`src/rtl/cfdzct_ram.sv`:
```
// ----------------------------------------------------------------------------
// cfdzct_ram
// Generic single write port RAM with one registered read port.
// ----------------------------------------------------------------------------
module cfdzct_ram #(
  parameter int unsigned WIDTH = 16,
  parameter int unsigned DEPTH = 16,
  localparam int unsigned AddrW = (DEPTH > 1) ? $clog2(DEPTH) : 1
) (
  input  logic             clk_i,
  input  logic             we_i,
  input  logic [AddrW-1:0] waddr_i,
  input  logic [WIDTH-1:0] wdata_i,
  input  logic             re_i,
  input  logic [AddrW-1:0] raddr_i,
  output logic [WIDTH-1:0] rdata_o
);

  logic [WIDTH-1:0] mem_q [DEPTH];

  always_ff @(posedge clk_i) begin
    if (we_i) begin
      mem_q[waddr_i] <= wdata_i;
    end
    if (re_i) begin
      rdata_o <= mem_q[raddr_i];
    end
  end

endmodule

```
`config.mk`:
```
export PLATFORM = sky130hd
export DESIGN_NAME = cfdzct_ram
export DESIGN_NICKNAME = d
export VERILOG_FILES = /design/src/rtl/cfdzct_ram.sv
export SDC_FILE = /design/constraint.sdc
export NUM_CORES = 1
export LEC_CHECK = 0
export BUFFER_PORTS_ARGS = -buffer_cell sky130_fd_sc_hd__buf_4
export CAP_MARGIN = 10
export CORE_MARGIN = 2
export CORE_UTILIZATION = 54
export DETAILED_ROUTE_END_ITERATION = 6
export PLACE_DENSITY = 0.72
export SYNTH_ARGS = -nofsm -noshare
export SYNTH_HDL_FRONTEND = slang
export SYNTH_SLANG_ARGS = --single-unit
export TNS_END_PERCENT = 50
```
`constraint.sdc`:
```
create_clock -name clk_i -period 5.05 [get_ports clk_i]
set_clock_uncertainty 0.1 [all_clocks]
set_input_delay 0 -clock clk_i [delete_from_list [all_inputs] [get_ports clk_i]]
set_output_delay 0 -clock clk_i [all_outputs]
set_load 0.05 [all_outputs]
```
==> summary.md <==
| Metric | Value |
|---|---|
| Status | `finished clean` |
| Die area | `20000 um2` |
| Initial Utilization | `54.7%` |
| Gr ovfl total | `0` |
| Setup-failing EPs final | `0` |
| Placeable Area | `18600 um2` |
| Routability cong. | `0.692` |
| Max-cap check violation count | `0` |
| Yosys warns | `0` |
| Clock period minus worst slack | `1910 ps` |
| Sequential area share after synthesis | `80.0%` |
| Relative max-transition margin | `33.2%` |
| Total power draw | `4850 uW` |
| Post-synthesis mux area share | `14.5%` |
| Xor/xnor share of the synthesized area | `0%` |
| Synth Register Bits | `272` |
| Drt drc | `0` |
| Cells after synthesis | `432` |
| Peak supply drop | `0.289 mV` |
| Busiest grt layer | `met2` |
| Area Growth Syn to Fin | `17.5%` |
| Min-Delay Path Class | `primary input to flop` |
| Number of inserted diodes | `0` |
| RSZ-0062 raised after global routing | `false` |
| WL per Instance | `26.4 um` |
| Simple-Gate Fraction of Synth Area | `1.89%` |
| Post-CTS setup buffer count | `0` |
| Critical Path Fanout Max | `46` |
| GR Util met1 | `31.3%` |
| Most frequent cells in the layout | `edfxtp_1, buf_4, mux4_2` |
| Iteration count of the initial detailed-routing pass | `4` |
| Worst EP required | `5220 ps` |
| First DRT Iteration DRCs | `461` |
| Pleak | `0.00393 uW` |
| CTS tree | `done` |
| Routed WL | `20500 um` |
| Nature of the critical path startpoint | `primary input` |
| Die W | `141 um` |
| Fin nets | `548` |
| Number of global-route vias before repair | `4961` |
| Critical Path AT | `2080 ps` |
| Pwr dens | `404 nW/um2` |
| CTS buffer count | `26` |
| Complex-gate fraction of the synthesized area | `2.35%` |
| GRT met3 Usage | `3.41%` |
| I/O pin cnt | `43` |
| Maximum number of pins on one net before global-route repair | `65` |
| Clock Latency Late Sink | `520 ps` |
| Total track usage | `21.0%` |
| Main combinational cell family by area after synthesis | `multiplexers` |
| H-tree levels | `1` |
| Worst R2R Start | `mem_q[9][6]` |
| F_max | `0.522 GHz` |
| Fin. Hold Viols | `0` |
| Final Max Slew Viols | `0` |
| Chip height | `141 um` |
| Hold path start | `waddr_i[3]` |
| Clk slew on worst S/H paths | `60 ps` |
| Syn Nets | `459` |
| CP startpoint | `raddr_i[0]` |
| Final worst-path cycle share | `37.9%` |
| Synth Cell Area | `10200 um2` |
| Initial antenna violation count | `0` |
| Layout cells sized above 1 | `32.0%` |
| Core Rows | `50` |
| Setup TNS | `0 ps` |
| CTS root buf | `clkbuf_16` |
| Post-Syn Area per Cell | `23.6 um2` |
| Cts repair resizes | `0` |
| Slew @ Worst Pin | `1000 ps` |
| Clock buffer depth | `3` |
| # hold bufs at CTS | `20` |
| # port buffers | `42` |
| # clock sinks | `272` |
| Cell variety after synth | `18` |
| Crit Path Category | `primary input to flop` |
| Final ANT Viol Nets | `0` |
| DR vias | `4788` |
| Global-route wire length before repair | `30400 um` |
| Dpl hpwl | `10700 um` |
| Met2 Use GR | `33.8%` |
| Post-synthesis adder-cell area fraction | `0%` |
| Crit end category | `flop` |
| Most common cell after layout, fill and taps aside | `edfxtp_1` |
| DR vias/cell | `6.19` |
[cell usage after synthesis (all sizes together)]
master / number / area (um2)
nor2: 13 / 48.8
nor3: 4 / 20.0
or3b: 1 / 8.76
nand3b: 2 / 15.0
nand2: 17 / 63.8
nand2b: 2 / 12.5
and2: 1 / 6.26
nor2b: 2 / 12.5
a22oi: 32 / 240
clkbuf: 8 / 30.0
nand3: 1 / 5.00
edfxtp: 272 / 8170
buf: 13 / 93.8
mux4: 64 / 1480
[per-layer routing]
| layer | share of wire [%] | wire (um) |
|---|---|---|
| met3 | 7.3 | 1480 |
| met4 | 1.8 | 358 |
| met1 | 43 | 8750 |
| met2 | 48 | 9860 |
| met5 | 0 | 0 |
[critical path: stages]
cell and delay, ps:
buf_4 660, buf_4 480, mux4_1 590, a22oi_1 230
nand2_1 80
[logic make-up after synthesis]
family	after synthesis
flip-flops	272
multiplexers	64
AND/OR/NAND/NOR	43
AO/OA/AOI/OAI	32
buffers and inverters	21
[flip-flops by register name, summed over array words and instances (netlist names)]
signal,count
rdata_o,16
mem_q,256
[worst paths after layout]
check | end | slack (ps) | depth (start not counted)
max reg2reg | rdata_o[6] | 3530 | 3
min | mem_q[5][2] | 50 | 3
max | rdata_o[0] | 3140 | 5
min reg2reg | rdata_o[11] | 640 | 3
[power by group]
part / internal, uW / total (uW) / switching, uW
logic: 111 / 276 / 165
clock network: 1230 / 2010 / 789
registers: 2540 / 2560 / 13.8
[stage by stage]
step                utilization (%)  std cells  cell area, um2  hold slack, ps  setup WS, ps
floorplan                         -        432           10200           -1.13          2890
global placement               58.4        707           10900             186          2550
detailed placement             58.4        707           10900             201          2530
CTS                            64.3        774           12000            52.9          3070
global route                   64.3        774           12000            80.8          2900
finish                         64.3        774           12000            47.5          3140
[cell type report]
type / count / area, um2
clock buffers: 29 / 683
clock inverters: 18 / 215
fillers: 1207 / 6660
multi-input cells: 139 / 1960
flip-flops and latches: 272 / 8170
well taps: 234 / 293
repair buffers: 82 / 666
Power figures use the tool's default switching activity.
